===== src/rtl/sts_pkg.sv =====
package sts_pkg;

    // Internal counter widths.
    localparam int OFFSET_WIDTH = 16;
    localparam int LINE_WIDTH   = 16;

    // Widths of the result fields.
    localparam int KIND_WIDTH = 3;
    localparam int FIELD_WIDTH = 16;
    localparam logic [FIELD_WIDTH-1:0] LEN_MAX = '1;

    // Result queue geometry.
    localparam int FIFO_DEPTH  = 4;
    localparam int PTR_WIDTH   = $clog2(FIFO_DEPTH);
    localparam int COUNT_WIDTH = $clog2(FIFO_DEPTH + 1);
    // One byte can cause at most two tokens, so room for two is required.
    localparam logic [COUNT_WIDTH-1:0] ROOM_LIMIT = COUNT_WIDTH'(FIFO_DEPTH - 2);

    // Scanner modes.
    localparam int MODE_WIDTH = 3;
    localparam logic [MODE_WIDTH-1:0] MODE_IDLE    = 3'd0;
    localparam logic [MODE_WIDTH-1:0] MODE_SLASH   = 3'd1;
    localparam logic [MODE_WIDTH-1:0] MODE_COMMENT = 3'd2;
    localparam logic [MODE_WIDTH-1:0] MODE_STRING  = 3'd3;
    localparam logic [MODE_WIDTH-1:0] MODE_INT     = 3'd4;
    localparam logic [MODE_WIDTH-1:0] MODE_DOT     = 3'd5;
    localparam logic [MODE_WIDTH-1:0] MODE_FRAC    = 3'd6;
    localparam logic [MODE_WIDTH-1:0] MODE_IDENT   = 3'd7;

    // Token kinds.
    localparam logic [KIND_WIDTH-1:0] KIND_SEMI   = 3'd0;
    localparam logic [KIND_WIDTH-1:0] KIND_EQUAL  = 3'd1;
    localparam logic [KIND_WIDTH-1:0] KIND_STRING = 3'd2;
    localparam logic [KIND_WIDTH-1:0] KIND_NUMBER = 3'd3;
    localparam logic [KIND_WIDTH-1:0] KIND_IDENT  = 3'd4;
    localparam logic [KIND_WIDTH-1:0] KIND_VAR    = 3'd5;

    // Keyword matcher progress through "var".
    localparam logic [2:0] KW_NONE   = 3'd0;
    localparam logic [2:0] KW_V      = 3'd1;
    localparam logic [2:0] KW_VA     = 3'd2;
    localparam logic [2:0] KW_VAR    = 3'd3;
    localparam logic [2:0] KW_FAILED = 3'd7;

    // Characters with a meaning of their own.
    localparam logic [7:0] CH_SEMI    = 8'h3B;
    localparam logic [7:0] CH_EQUAL   = 8'h3D;
    localparam logic [7:0] CH_SLASH   = 8'h2F;
    localparam logic [7:0] CH_QUOTE   = 8'h22;
    localparam logic [7:0] CH_POINT   = 8'h2E;
    localparam logic [7:0] CH_NEWLINE = 8'h0A;
    localparam logic [7:0] CH_LOWER_V = 8'h76;
    localparam logic [7:0] CH_LOWER_A = 8'h61;
    localparam logic [7:0] CH_LOWER_R = 8'h72;

    typedef struct packed {
        logic [KIND_WIDTH-1:0]  kind;
        logic [FIELD_WIDTH-1:0] start;
        logic [FIELD_WIDTH-1:0] length;
        logic [FIELD_WIDTH-1:0] line;
        logic                   last;
    } token_t;

    // Build a token from the scanner state; counters show their low bits.
    function automatic token_t make_token(
        logic [KIND_WIDTH-1:0]   kind,
        logic [OFFSET_WIDTH-1:0] start,
        logic [FIELD_WIDTH-1:0]  length,
        logic [LINE_WIDTH-1:0]   line
    );
        logic [OFFSET_WIDTH+FIELD_WIDTH-1:0] start_ext;
        logic [LINE_WIDTH+FIELD_WIDTH-1:0]   line_ext;
        token_t t;
        start_ext = {{FIELD_WIDTH{1'b0}}, start};
        line_ext  = {{FIELD_WIDTH{1'b0}}, line};
        t.kind    = kind;
        t.start   = start_ext[FIELD_WIDTH-1:0];
        t.length  = length;
        t.line    = line_ext[FIELD_WIDTH-1:0];
        t.last    = 1'b0;
        return t;
    endfunction

    // Saturating add of one or two bytes to the lexeme length.
    function automatic logic [FIELD_WIDTH-1:0] sat_len(
        logic [FIELD_WIDTH-1:0] length,
        logic [1:0]             step
    );
        logic [FIELD_WIDTH:0] sum;
        sum = {1'b0, length} + {{(FIELD_WIDTH-1){1'b0}}, step};
        return sum[FIELD_WIDTH] ? LEN_MAX : sum[FIELD_WIDTH-1:0];
    endfunction

endpackage


===== src/rtl/script_token_scanner_core.sv =====
// Streaming lexical scanner for a small script language.
//
// Input channel: one source byte per transfer (source_byte, end_of_source),
// handshake in_valid / in_stall. Setting end_of_source on a byte flushes the
// pending token after that byte and restarts offsets and line count.
// Output channel: one token per transfer (token_kind, start_offset,
// token_length, line_number, last_of_run), handshake out_valid / out_stall.
// last_of_run marks the final token caused by one source byte.
// Configuration: first_line is written when first_line_we is high; it also
// reloads the line count if no byte of the current source has been scanned.
//
// A byte is registered at its transfer and scanned from the input register
// once the token queue has room for two; its tokens are written into the
// queue and offered from its head. Throughput: one byte per cycle while the
// queue has room for two, set by the combinational scan step; a byte that
// causes two tokens takes two output transfers. A four-entry token queue
// separates the sides, so input transfers continue while the receiver stalls
// until fewer than two free entries remain. Reset empties the queue and
// returns the scanner to idle at offset zero with the line count at 1.
module script_token_scanner_core (
    input  logic                          clk,
    input  logic                          rst_n,
    input  logic                          first_line_we,
    input  logic [sts_pkg::FIELD_WIDTH-1:0] first_line,
    input  logic                          in_valid,
    output logic                          in_stall,
    input  logic [7:0]                    source_byte,
    input  logic                          end_of_source,
    output logic                          out_valid,
    input  logic                          out_stall,
    output logic [sts_pkg::KIND_WIDTH-1:0]  token_kind,
    output logic [sts_pkg::FIELD_WIDTH-1:0] start_offset,
    output logic [sts_pkg::FIELD_WIDTH-1:0] token_length,
    output logic [sts_pkg::FIELD_WIDTH-1:0] line_number,
    output logic                          last_of_run
);

    // Input register.
    logic       in_full_reg;
    logic [7:0] byte_reg;
    logic       eos_reg;

    // Scanner state.
    logic [sts_pkg::MODE_WIDTH-1:0]   mode_reg,  mode_next;
    logic [sts_pkg::OFFSET_WIDTH-1:0] pos_reg,   pos_next;
    logic [sts_pkg::OFFSET_WIDTH-1:0] start_reg, start_next;
    logic [sts_pkg::FIELD_WIDTH-1:0]  len_reg,   len_next;
    logic [2:0]                       kw_reg,    kw_next;
    logic [sts_pkg::LINE_WIDTH-1:0]   line_reg,  line_next;
    logic                             fresh_reg;
    logic [sts_pkg::FIELD_WIDTH-1:0]  first_line_reg;

    // Token queue.
    sts_pkg::token_t                 fifo_reg [sts_pkg::FIFO_DEPTH];
    logic [sts_pkg::PTR_WIDTH-1:0]   wr_ptr_reg, rd_ptr_reg;
    logic [sts_pkg::COUNT_WIDTH-1:0] count_reg;

    // Step results.
    sts_pkg::token_t tok [2];
    logic [1:0]      n_tok;
    logic            go_idle;
    logic            is_digit, is_alpha;
    logic            in_accept, process, pop;
    logic [sts_pkg::LINE_WIDTH+sts_pkg::FIELD_WIDTH-1:0] reg_line_ext, port_line_ext;
    logic [sts_pkg::LINE_WIDTH-1:0] reg_line, port_line;

    // Handshake control: the scan step runs when the queue has room for two.
    assign process   = in_full_reg && (count_reg <= sts_pkg::ROOM_LIMIT);
    assign in_stall  = in_full_reg && !process;
    assign in_accept = in_valid && !in_stall;
    assign out_valid = (count_reg != '0);
    assign pop       = out_valid && !out_stall;

    // First line value at the line counter's width.
    assign reg_line_ext  = {{sts_pkg::LINE_WIDTH{1'b0}}, first_line_reg};
    assign port_line_ext = {{sts_pkg::LINE_WIDTH{1'b0}}, first_line};
    assign reg_line      = reg_line_ext[sts_pkg::LINE_WIDTH-1:0];
    assign port_line     = port_line_ext[sts_pkg::LINE_WIDTH-1:0];

    // Character classes of the registered byte.
    assign is_digit = byte_reg inside {[8'h30:8'h39]};
    assign is_alpha = byte_reg inside {[8'h61:8'h7A], [8'h41:8'h5A], 8'h5F};

    // One scan step: finish the pending token, then rescan from idle if needed.
    always_comb
    begin
        mode_next  = mode_reg;
        pos_next   = pos_reg;
        start_next = start_reg;
        len_next   = len_reg;
        kw_next    = kw_reg;
        line_next  = line_reg;
        tok[0]     = '0;
        tok[1]     = '0;
        n_tok      = 2'd0;
        go_idle    = 1'b0;

        case (mode_reg)
            sts_pkg::MODE_SLASH:
            begin
                if (byte_reg == sts_pkg::CH_SLASH)
                begin
                    mode_next = sts_pkg::MODE_COMMENT;
                end
                else
                begin
                    go_idle = 1'b1;
                end
            end
            sts_pkg::MODE_COMMENT:
            begin
                if (byte_reg == sts_pkg::CH_NEWLINE)
                begin
                    line_next = line_next + sts_pkg::LINE_WIDTH'(1);
                    mode_next = sts_pkg::MODE_IDLE;
                end
            end
            sts_pkg::MODE_STRING:
            begin
                len_next = sts_pkg::sat_len(len_next, 2'd1);
                if (byte_reg == sts_pkg::CH_NEWLINE)
                begin
                    line_next = line_next + sts_pkg::LINE_WIDTH'(1);
                end
                if (byte_reg == sts_pkg::CH_QUOTE)
                begin
                    tok[0] = sts_pkg::make_token(sts_pkg::KIND_STRING, start_next,
                                                 len_next, line_next);
                    n_tok     = 2'd1;
                    mode_next = sts_pkg::MODE_IDLE;
                end
            end
            sts_pkg::MODE_INT:
            begin
                if (is_digit)
                begin
                    len_next = sts_pkg::sat_len(len_next, 2'd1);
                end
                else if (byte_reg == sts_pkg::CH_POINT)
                begin
                    mode_next = sts_pkg::MODE_DOT;
                end
                else
                begin
                    tok[0] = sts_pkg::make_token(sts_pkg::KIND_NUMBER, start_next,
                                                 len_next, line_next);
                    n_tok   = 2'd1;
                    go_idle = 1'b1;
                end
            end
            sts_pkg::MODE_DOT:
            begin
                if (is_digit)
                begin
                    // The point and this digit join the number together.
                    len_next  = sts_pkg::sat_len(len_next, 2'd2);
                    mode_next = sts_pkg::MODE_FRAC;
                end
                else
                begin
                    tok[0] = sts_pkg::make_token(sts_pkg::KIND_NUMBER, start_next,
                                                 len_next, line_next);
                    n_tok   = 2'd1;
                    go_idle = 1'b1;
                end
            end
            sts_pkg::MODE_FRAC:
            begin
                if (is_digit)
                begin
                    len_next = sts_pkg::sat_len(len_next, 2'd1);
                end
                else
                begin
                    tok[0] = sts_pkg::make_token(sts_pkg::KIND_NUMBER, start_next,
                                                 len_next, line_next);
                    n_tok   = 2'd1;
                    go_idle = 1'b1;
                end
            end
            sts_pkg::MODE_IDENT:
            begin
                if (is_alpha || is_digit)
                begin
                    len_next = sts_pkg::sat_len(len_next, 2'd1);
                    if (kw_reg == sts_pkg::KW_V && byte_reg == sts_pkg::CH_LOWER_A)
                    begin
                        kw_next = sts_pkg::KW_VA;
                    end
                    else if (kw_reg == sts_pkg::KW_VA && byte_reg == sts_pkg::CH_LOWER_R)
                    begin
                        kw_next = sts_pkg::KW_VAR;
                    end
                    else
                    begin
                        kw_next = sts_pkg::KW_FAILED;
                    end
                end
                else
                begin
                    tok[0] = sts_pkg::make_token(
                        (kw_reg == sts_pkg::KW_VAR) ? sts_pkg::KIND_VAR : sts_pkg::KIND_IDENT,
                        start_next, len_next, line_next);
                    n_tok   = 2'd1;
                    go_idle = 1'b1;
                end
            end
            default:
            begin
                go_idle = 1'b1;
            end
        endcase

        // Scan the byte from idle; this may start a token or emit one at once.
        if (go_idle)
        begin
            mode_next = sts_pkg::MODE_IDLE;
            case (byte_reg)
                sts_pkg::CH_SEMI, sts_pkg::CH_EQUAL:
                begin
                    start_next = pos_reg;
                    len_next   = sts_pkg::FIELD_WIDTH'(1);
                    tok[n_tok[0]] = sts_pkg::make_token(
                        (byte_reg == sts_pkg::CH_SEMI) ? sts_pkg::KIND_SEMI
                                                       : sts_pkg::KIND_EQUAL,
                        start_next, len_next, line_next);
                    n_tok = n_tok + 2'd1;
                end
                sts_pkg::CH_SLASH:
                begin
                    mode_next = sts_pkg::MODE_SLASH;
                end
                sts_pkg::CH_QUOTE:
                begin
                    mode_next  = sts_pkg::MODE_STRING;
                    start_next = pos_reg;
                    len_next   = sts_pkg::FIELD_WIDTH'(1);
                end
                sts_pkg::CH_NEWLINE:
                begin
                    line_next = line_next + sts_pkg::LINE_WIDTH'(1);
                end
                default:
                begin
                    if (is_digit)
                    begin
                        mode_next  = sts_pkg::MODE_INT;
                        start_next = pos_reg;
                        len_next   = sts_pkg::FIELD_WIDTH'(1);
                    end
                    else if (is_alpha)
                    begin
                        mode_next  = sts_pkg::MODE_IDENT;
                        start_next = pos_reg;
                        len_next   = sts_pkg::FIELD_WIDTH'(1);
                        kw_next    = (byte_reg == sts_pkg::CH_LOWER_V) ? sts_pkg::KW_V
                                                                       : sts_pkg::KW_FAILED;
                    end
                end
            endcase
        end

        pos_next = pos_reg + sts_pkg::OFFSET_WIDTH'(1);

        // End of source: flush the pending token and restart the scanner.
        if (eos_reg)
        begin
            if (mode_next == sts_pkg::MODE_STRING)
            begin
                tok[n_tok[0]] = sts_pkg::make_token(sts_pkg::KIND_STRING, start_next,
                                                    len_next, line_next);
                n_tok = n_tok + 2'd1;
            end
            else if (mode_next == sts_pkg::MODE_INT || mode_next == sts_pkg::MODE_DOT ||
                     mode_next == sts_pkg::MODE_FRAC)
            begin
                tok[n_tok[0]] = sts_pkg::make_token(sts_pkg::KIND_NUMBER, start_next,
                                                    len_next, line_next);
                n_tok = n_tok + 2'd1;
            end
            else if (mode_next == sts_pkg::MODE_IDENT)
            begin
                tok[n_tok[0]] = sts_pkg::make_token(
                    (kw_next == sts_pkg::KW_VAR) ? sts_pkg::KIND_VAR : sts_pkg::KIND_IDENT,
                    start_next, len_next, line_next);
                n_tok = n_tok + 2'd1;
            end
            mode_next  = sts_pkg::MODE_IDLE;
            pos_next   = '0;
            start_next = '0;
            len_next   = '0;
            kw_next    = sts_pkg::KW_NONE;
            line_next  = reg_line;
        end

        // Mark the final token of this byte.
        if (n_tok == 2'd1)
        begin
            tok[0].last = 1'b1;
        end
        else if (n_tok == 2'd2)
        begin
            tok[1].last = 1'b1;
        end
    end

    // Input register.
    always_ff @(posedge clk or negedge rst_n)
    begin
        if (!rst_n)
        begin
            in_full_reg <= 1'b0;
        end
        else if (in_accept)
        begin
            in_full_reg <= 1'b1;
        end
        else if (process)
        begin
            in_full_reg <= 1'b0;
        end
    end

    always_ff @(posedge clk)
    begin
        if (in_accept)
        begin
            byte_reg <= source_byte;
            eos_reg  <= end_of_source;
        end
    end

    // Scanner state and configuration register.
    always_ff @(posedge clk or negedge rst_n)
    begin
        if (!rst_n)
        begin
            mode_reg       <= sts_pkg::MODE_IDLE;
            pos_reg        <= '0;
            start_reg      <= '0;
            len_reg        <= '0;
            kw_reg         <= sts_pkg::KW_NONE;
            line_reg       <= sts_pkg::LINE_WIDTH'(1);
            fresh_reg      <= 1'b1;
            first_line_reg <= sts_pkg::FIELD_WIDTH'(1);
        end
        else
        begin
            if (first_line_we)
            begin
                first_line_reg <= first_line;
            end
            if (process)
            begin
                mode_reg  <= mode_next;
                pos_reg   <= pos_next;
                start_reg <= start_next;
                len_reg   <= len_next;
                kw_reg    <= kw_next;
                line_reg  <= line_next;
                fresh_reg <= eos_reg;
            end
            else if (first_line_we && fresh_reg)
            begin
                line_reg <= port_line;
            end
        end
    end

    // Token queue storage.
    always_ff @(posedge clk)
    begin
        if (process && n_tok != 2'd0)
        begin
            fifo_reg[wr_ptr_reg] <= tok[0];
        end
        if (process && n_tok == 2'd2)
        begin
            fifo_reg[wr_ptr_reg + sts_pkg::PTR_WIDTH'(1)] <= tok[1];
        end
    end

    // Token queue pointers and fill count.
    always_ff @(posedge clk or negedge rst_n)
    begin
        if (!rst_n)
        begin
            wr_ptr_reg <= '0;
            rd_ptr_reg <= '0;
            count_reg  <= '0;
        end
        else
        begin
            if (process)
            begin
                wr_ptr_reg <= wr_ptr_reg + sts_pkg::PTR_WIDTH'(n_tok);
            end
            if (pop)
            begin
                rd_ptr_reg <= rd_ptr_reg + sts_pkg::PTR_WIDTH'(1);
            end
            count_reg <= count_reg
                       + (process ? sts_pkg::COUNT_WIDTH'(n_tok) : '0)
                       - sts_pkg::COUNT_WIDTH'(pop);
        end
    end

    // Output fields come straight from the head of the queue.
    assign token_kind   = fifo_reg[rd_ptr_reg].kind;
    assign start_offset = fifo_reg[rd_ptr_reg].start;
    assign token_length = fifo_reg[rd_ptr_reg].length;
    assign line_number  = fifo_reg[rd_ptr_reg].line;
    assign last_of_run  = fifo_reg[rd_ptr_reg].last;

    // The queue never holds more tokens than it has entries.
    assert property (@(posedge clk) disable iff (!rst_n)
        count_reg <= sts_pkg::COUNT_WIDTH'(sts_pkg::FIFO_DEPTH))
        else $error("token queue overflow");

    // A byte that ends the source leaves the scanner idle at offset zero.
    assert property (@(posedge clk) disable iff (!rst_n)
        process && eos_reg |=> mode_reg == sts_pkg::MODE_IDLE && pos_reg == '0)
        else $error("scanner did not restart after end of source");

    // An identifier in progress always carries a keyword match state.
    assert property (@(posedge clk) disable iff (!rst_n)
        mode_reg == sts_pkg::MODE_IDENT |-> kw_reg != sts_pkg::KW_NONE)
        else $error("identifier without keyword match state");

endmodule

===== config.mk =====
export PLATFORM = sky130hd
export DESIGN_NAME = script_token_scanner_core
export DESIGN_NICKNAME = d
export VERILOG_FILES = /design/src/rtl/sts_pkg.sv /design/src/rtl/script_token_scanner_core.sv
export SDC_FILE = /design/constraint.sdc
export NUM_CORES = 1
export LEC_CHECK = 0
export BUFFER_PORTS_ARGS = -buffer_cell sky130_fd_sc_hd__buf_2
export CAP_MARGIN = 20
export CORE_MARGIN = 2
export CORE_UTILIZATION = 52
export CTS_CLUSTER_DIAMETER = 80
export CTS_CLUSTER_SIZE = 20
export DETAILED_ROUTE_END_ITERATION = 7
export PLACE_DENSITY = 0.69
export SYNTH_ARGS = -nofsm -noshare
export SYNTH_HDL_FRONTEND = slang
export SYNTH_SLANG_ARGS = --single-unit
export TNS_END_PERCENT = 20

===== constraint.sdc =====
create_clock -name clk -period 9 [get_ports clk]
set_input_delay 0.9 -clock clk [delete_from_list [all_inputs] [get_ports clk]]
set_output_delay 0.9 -clock clk [all_outputs]
set_load 0.01 [all_outputs]

==> summary.md, run 1 <==
| Metric | Value |
|---|---|
| Status | finished clean |
| Initial Utilization | 0.525 |
| Commonest non-fill, non-tap cells in the layout | edfxtp_1, mux2i_1, nand2_1 |
| Total power | 5.22 mW |
| CTS max path bufs | 3 |
| Post-DP Area | 19300 sq um |
| FF/Latch Area | 8900 sq um |
| Clock share of power | 0.197 |
| Fin area | 20000 sq um |
| Drt initial violations | 1861 |
| Area Overhead vs Synth | 7.70% |
| Die width | 193 microns |
| Share of post-route cells with drive strength above 1 | 0.161 |
| Mapped Area | 18600 sq um |
| Diode count | 0 |
| GRT overflow | 0 |
| Fin cells | 2154 |
| Multi-input gate area | 9110 sq um |
| Power per cell area | 261 nW/um^2 |
| Crit start category | register |
| Cell count after synthesis | 1679 |
| Total CTS buffers | 22 |
| Die Y | 193 microns |
| Post-DP HPWL | 36.3 mm |
| Drc violations | 0 |
| Sequential share of the synthesized area | 0.479 |
| Vias in the first global route | 13600 |
| Clock Root Buffer | clkbuf_16 |
| Postcts setup bufs | 0 |
| CTS tree | built |
| Commonest non-fill, non-tap cell in the layout | edfxtp_1 |
| Reg clk slew, reported paths | 0.08 ns |
| CP max-delay cell | nor2_1 |
| P_int | 3.10 mW |
| Number of synthesized register bits | 312 |
| Worst hold path type | in -> async |
| Critical Path Fanout Max | 48 |
| Die ar. | 37300 sq um |
| Max Cap Viol | 0 |
| Via density | 6.75 |
| Setup crit end kind | register |
| Clock Sinks | 312 |
| Top FF cell, synth | edfxtp_1 |
| Worst Path Arrival | 6.10 ns |
| Clock Latency Late Sink | 0.54 ns |
| Post-Syn Nets | 1723 |
| Placed insts | 2114 |
| Number of flops mapped to enable cells by yosys | 217 |
| Slew headroom | 0.151 |
| Post-layout min period | 5.93 ns |
| Core Area | 35400 sq um |
| Final Max Tran Viols | 0 |
| CP Class | reg -> reg |
| Achievable clock frequency | 0.169 GHz |
| Clock Skew | 0.0154 ns |
| FP Rows | 69 |
| Syn Area/Cell | 11.1 sq um |
| Sw Pwr | 2.13 mW |
| Sequential power share | 0.396 |
| Fin nets | 1721 |
| GPL Wtd Cong | 1.00 |
| Critical path cell sequence | or4_1, o21bai_2, nor3_1, nor2_1, nor2_1, inv_2, ha_1, a211o_1, a21oi_2, o211ai_1, buf_4, o21ai_4, buf_4 |
| Final ANT Viol Nets | 0 |
| Unrepaired setup endpoints after global routing | no |
| Drt first pass iters | 6 |
| Async set or reset register ratio after synthesis | 0.304 |
| Yosys cell types | 90 |
| Max reg flops | 208 |
| Switching Fraction | 0.407 |
| H-tree Lvls | 1 |
| Synthesis Warnings | 0 |
| Hold-fix buffers at CTS | 0 |
| Tot GR Track Use | 0.291 |
| CP peak stage delay | 0.88 ns |
| DR vias | 14500 |
| Hold Vio Cnt, Final | 0 |
| Reg2Reg Setup Slack | 3.07 ns |
| Initial antenna violation count | 0 |
| Post-CTS Resized | 0 |
| Max VDD drop | 0.175 mV |
| IO buf count | 83 |
| Boundary Pins | 84 |
| Drt wl/cell | 24.9 microns |
| Period utilisation layout | 0.659 |
| Worst path required time | 9.17 ns |
| Finish-stage setup viols | 0 |
| First-pass GRT wire length | 83.0 mm |
| Number of fill cells | 3020 |
| Final core utilization | 0.565 |
| DRT Wirelength | 53.7 mm |
| Largest net degree at the start of global routing | 61 |
| Setup TNS | 0 ns |
| Combinational power share | 0.407 |
| Static Leak | 7.71 nW |
| Least-Margin Pin Slew | 1.24 ns |
==> cell type report <==
class                   count  share of cell area
clock buffers              33              0.0306
clock inverters             7             0.00438
inverters                  26             0.00488
multi-input cells        1204               0.455
flip-flops and latches    312               0.445
well taps                 461              0.0288
repair buffers            111              0.0314
==> power groups by stage <==
stage          clock, mW  sequential [mW]  combinational [mW]
2_1_floorplan          0             1.92                1.55
3_3_place_gp           0             2.09                2.07
3_5_place_dp           0             2.10                2.09
4_1_cts             1.04             2.06                2.10
5_1_grt             1.10             2.10                2.30
6_report            1.03             2.07                2.12
==> worst max-delay path, delay by kind of cell, from the launching register on <==
| family | cells | cell delay (ns) |
|---|---|---|
| and+or+nand+nor | 4 | 1.84 |
| adders and majority gates | 1 | 0.33 |
| AOI/OAI and AO/OA | 5 | 1.44 |
| buffers and inverters | 3 | 1.27 |
| DFF | 1 | 0.57 |
==> final timing paths <==
kind	endpoint	cells after the start	from
setup / recovery	fifo_reg[2][51]	13	byte_reg[2]
hold reg to reg	count_reg[2]	1	count_reg[2]
hold / removal	len_reg[14]	1	rst_n
setup reg to reg	fifo_reg[2][51]	13	byte_reg[2]
min in group clk	count_reg[2]	1	count_reg[2]
max in group asynchronous	rd_ptr_reg[0]	2	rst_n
==> per-layer routing <==
metal,GRT usage,wire [microns],vias up
met5,0,0,-
met4,0.0539,1020,0
met3,0.0601,5540,87
met2,0.441,23800,774
met1,0.435,23400,7173
li1,-,-,6511
==> kinds of logic after synthesis <==
kind of cell / count (synthesis) / share of synthesized area
adder cells (fa/ha/maj): 14 / 0.00983
multiplexers: 261 / 0.178
flip-flops: 312 / 0.479
AO/OA/AOI/OAI: 438 / 0.152
AND/OR/NAND/NOR: 443 / 0.123
XOR/XNOR: 48 / 0.0226
buffers and inverters: 163 / 0.0361
==> synth_stat cells (23+ instances only) <==
master    instances  area share
a211oi_1         26       0.011
a21oi_1          95       0.026
a22oi_1          52       0.021
buf_2            23      0.0062
clkbuf_1         88       0.018
dfrtp_1          92        0.12
edfxtp_1        217        0.35
inv_1            25      0.0050
mux2_2           33       0.020
mux2i_1         176       0.095
mux4_2           52       0.063
nand2_1         127       0.026
nand3_1          52       0.014
nand4_1          27      0.0091
nor2_1           85       0.017
nor3_1           32      0.0086
o21ai_0         110       0.030
xnor2_1          26       0.012
==> stage by stage <==
stage               hold WS [ns]  setup WS, ns
floorplan                  0.462          1.98
global placement           0.481          3.35
detailed placement         0.485          3.21
CTS                        0.370          3.21
global route               0.382          2.83
finish                     0.365          3.07
Power figures use the tool's default switching activity.
==> run 2: changes to the inputs <==
==> constraint.sdc (replaced) <==
create_clock -name clk -period 5.5 [get_ports clk]
set_input_delay 0.55 -clock clk [delete_from_list [all_inputs] [get_ports clk]]
set_output_delay 0.55 -clock clk [all_outputs]
set_load 0.01 [all_outputs]
==> run 2 against run 1 <==
Compared with the run above:
- worst setup slack got worse by 2.3 ns
- global-route usage fell by 0.31 points
- power rose by 65%
- cell area rose by 0.85%
- clock power rose by 67%
- non-clock buffer count rose by 11
- via count fell by 0.55%
- clock skew rose by 0.0055 ns
- combinational power rose by 62%
- worst hold slack got worse by 0.29 ns
- sequential share of layout area fell by 0.38 points
- fmax rose by 24%
==> summary.md, run 2 (same netlist as run 1, synthesis figures left out) <==
| Metric | Value |
|---|---|
| Initial Utilization | 0.525 (unchanged) |
| Boundary Pins | 84 (unchanged) |
| Vias in the first global route | 13400 (-1.6%) |
| Commonest non-fill, non-tap cell in the layout | edfxtp_1 |
| Diode count | 0 (unchanged) |
| Number of fill cells | 2983 (-1.2%) |
| Hold-fix buffers at CTS | 0 (unchanged) |
| Worst Path Arrival | 5.04 ns (-1.06 ns) |
| Total CTS buffers | 22 (unchanged) |
| Share of post-route cells with drive strength above 1 | 0.167 (+0.00659) |
| Critical Path Fanout Max | 16 (-67%) |
| GRT overflow | 0 (unchanged) |
| Reg clk slew, reported paths | 0.08 ns (about the same) |
| Post-CTS Resized | 0 (unchanged) |
| Post-layout min period | 4.78 ns (-1.15 ns) |
| Multi-input gate area | 9110 sq um (about the same) |
| Drc violations | 0 (unchanged) |
| Final ANT Viol Nets | 0 (unchanged) |
| Hold Vio Cnt, Final | 0 (unchanged) |
| Area Overhead vs Synth | 8.61% |
| Post-DP Area | 19400 sq um (+0.70%) |
| Max reg flops | 208 (unchanged) |
| Finish-stage setup viols | 0 (unchanged) |
| Max Cap Viol | 0 (unchanged) |
| Fin Hold WS | 0.0785 ns (-0.287 ns) |
| Least-Margin Pin Slew | 1.04 ns (-0.197 ns) |
| Status | finished clean |
| Critical path's top delay family | simple AND/OR/NAND/NOR gates |
| Drt initial violations | 1890 (+1.6%) |
| Tot GR Track Use | 0.287 (-0.00312) |
| Clock Skew | 0.0209 ns (+0.00551 ns) |
| FF/Latch Area | 8900 sq um (unchanged) |
| Buf/Inv on CP | 3 (unchanged) |
| Via density | 6.68 (-1.1%) |
| CP max-delay cell | o21ai_0 |
| Critical path cell sequence | and2_1, o2111a_1, nor3_1, nor2_1, nor2_1, inv_2, ha_1, a21oi_2, buf_4, nand2_1, buf_4, o21ai_0, mux2i_1 |
| Static Leak | 7.80 nW (+1.2%) |
| First-pass GRT wire length | 82.0 mm (-1.2%) |
| Max VDD drop | 0.365 mV (+110%) |
| Die ar. | 37300 sq um (unchanged) |
| CP peak stage delay | 0.58 ns (-0.30 ns) |
| CP Class | reg -> reg |
| Clock Latency Late Sink | 0.55 ns (about the same) |
| Worst path required time | 5.76 ns (-3.41 ns) |
| Achievable clock frequency | 0.209 GHz (+24%) |
| H-tree Lvls | 1 (unchanged) |
| Slew headroom | 0.301 (+0.150) |
| IO buf count | 83 (unchanged) |
| Crit start category | register |
| CTS max path bufs | 3 (unchanged) |
| GPL Wtd Cong | 0.939 (-6.6%) |
| Drt wl/cell | 24.6 microns (-1.4%) |
| Unrepaired setup endpoints after global routing | no |
| Final Max Tran Viols | 0 (unchanged) |
| DR vias | 14500 (-0.55%) |
| DRT Wirelength | 53.2 mm (-0.92%) |
| Initial antenna violation count | 0 (unchanged) |
| Power per cell area | 427 nW/um^2 (+64%) |
| CTS tree | built |
| Die Y | 193 microns (unchanged) |
| Setup TNS | 0 ns (unchanged) |
| Postcts setup bufs | 0 (unchanged) |
| Drt first pass iters | 6 (unchanged) |
| Period utilisation layout | 0.869 (+0.210) |
| Core Area | 35400 sq um (unchanged) |
| Worst hold path type | in -> async |
| FP Rows | 69 (unchanged) |
| Total power | 8.62 mW (+65%) |
| Fin area | 20200 sq um (+0.85%) |
| Commonest non-fill, non-tap cells in the layout | edfxtp_1, mux2i_1, nand2_1 |
| Fin nets | 1732 (+0.64%) |
| Post-DP HPWL | 37.1 mm (+2.3%) |
| Clock Sinks | 312 (unchanged) |
| Die width | 193 microns (unchanged) |
| Setup crit end kind | register |
| Largest net degree at the start of global routing | 53 (-13%) |
| Clock Root Buffer | clkbuf_16 |
[run 2: final cells by class]
type,instances,share of cell area
flip-flops and latches,312,0.441
inverters,26,0.00484
clock inverters,9,0.00601
repair buffers,122,0.0381
well taps,461,0.0286
multi-input cells,1204,0.451
clock buffers,31,0.0301
[run 2: final timing paths]
path | startpoint | to | slack [ns] | cells after the start
hold / removal | rst_n | len_reg[15] | 0.08 | 1
hold reg to reg | count_reg[2] | count_reg[2] | 0.51 | 1
setup / recovery | byte_reg[1] | fifo_reg[2][23] | 0.72 | 13
max in group asynchronous | rst_n | rd_ptr_reg[0] | 4.33 | 2
setup reg to reg | byte_reg[1] | fifo_reg[2][23] | 0.72 | 13
min in group clk | source_byte[2] | byte_reg[2] | 0.19 | 1
[run 2: routing by layer]
metal,track usage,vias to the layer above,wire [microns]
li1,-,6511,-
met1,0.453,7148,23800
met2,0.419,749,23100
met3,0.0541,57,5640
met4,0.0434,0,714
met5,0,-,0
[run 2: per-stage QoR]
step           utilization  instances  setup slack (ns)
2_1_floorplan            -       1679             -1.48
3_3_place_gp         0.549       2123             0.751
3_5_place_dp         0.549       2124             0.848
4_1_cts              0.570       2164             0.838
5_1_grt              0.570       2165             0.452
6_report             0.570       2165             0.721
[run 2: power breakdown]
group	internal, mW	switching, mW
sequential	2.96	0.493
combinational	1.33	2.11
clock	0.850	0.871
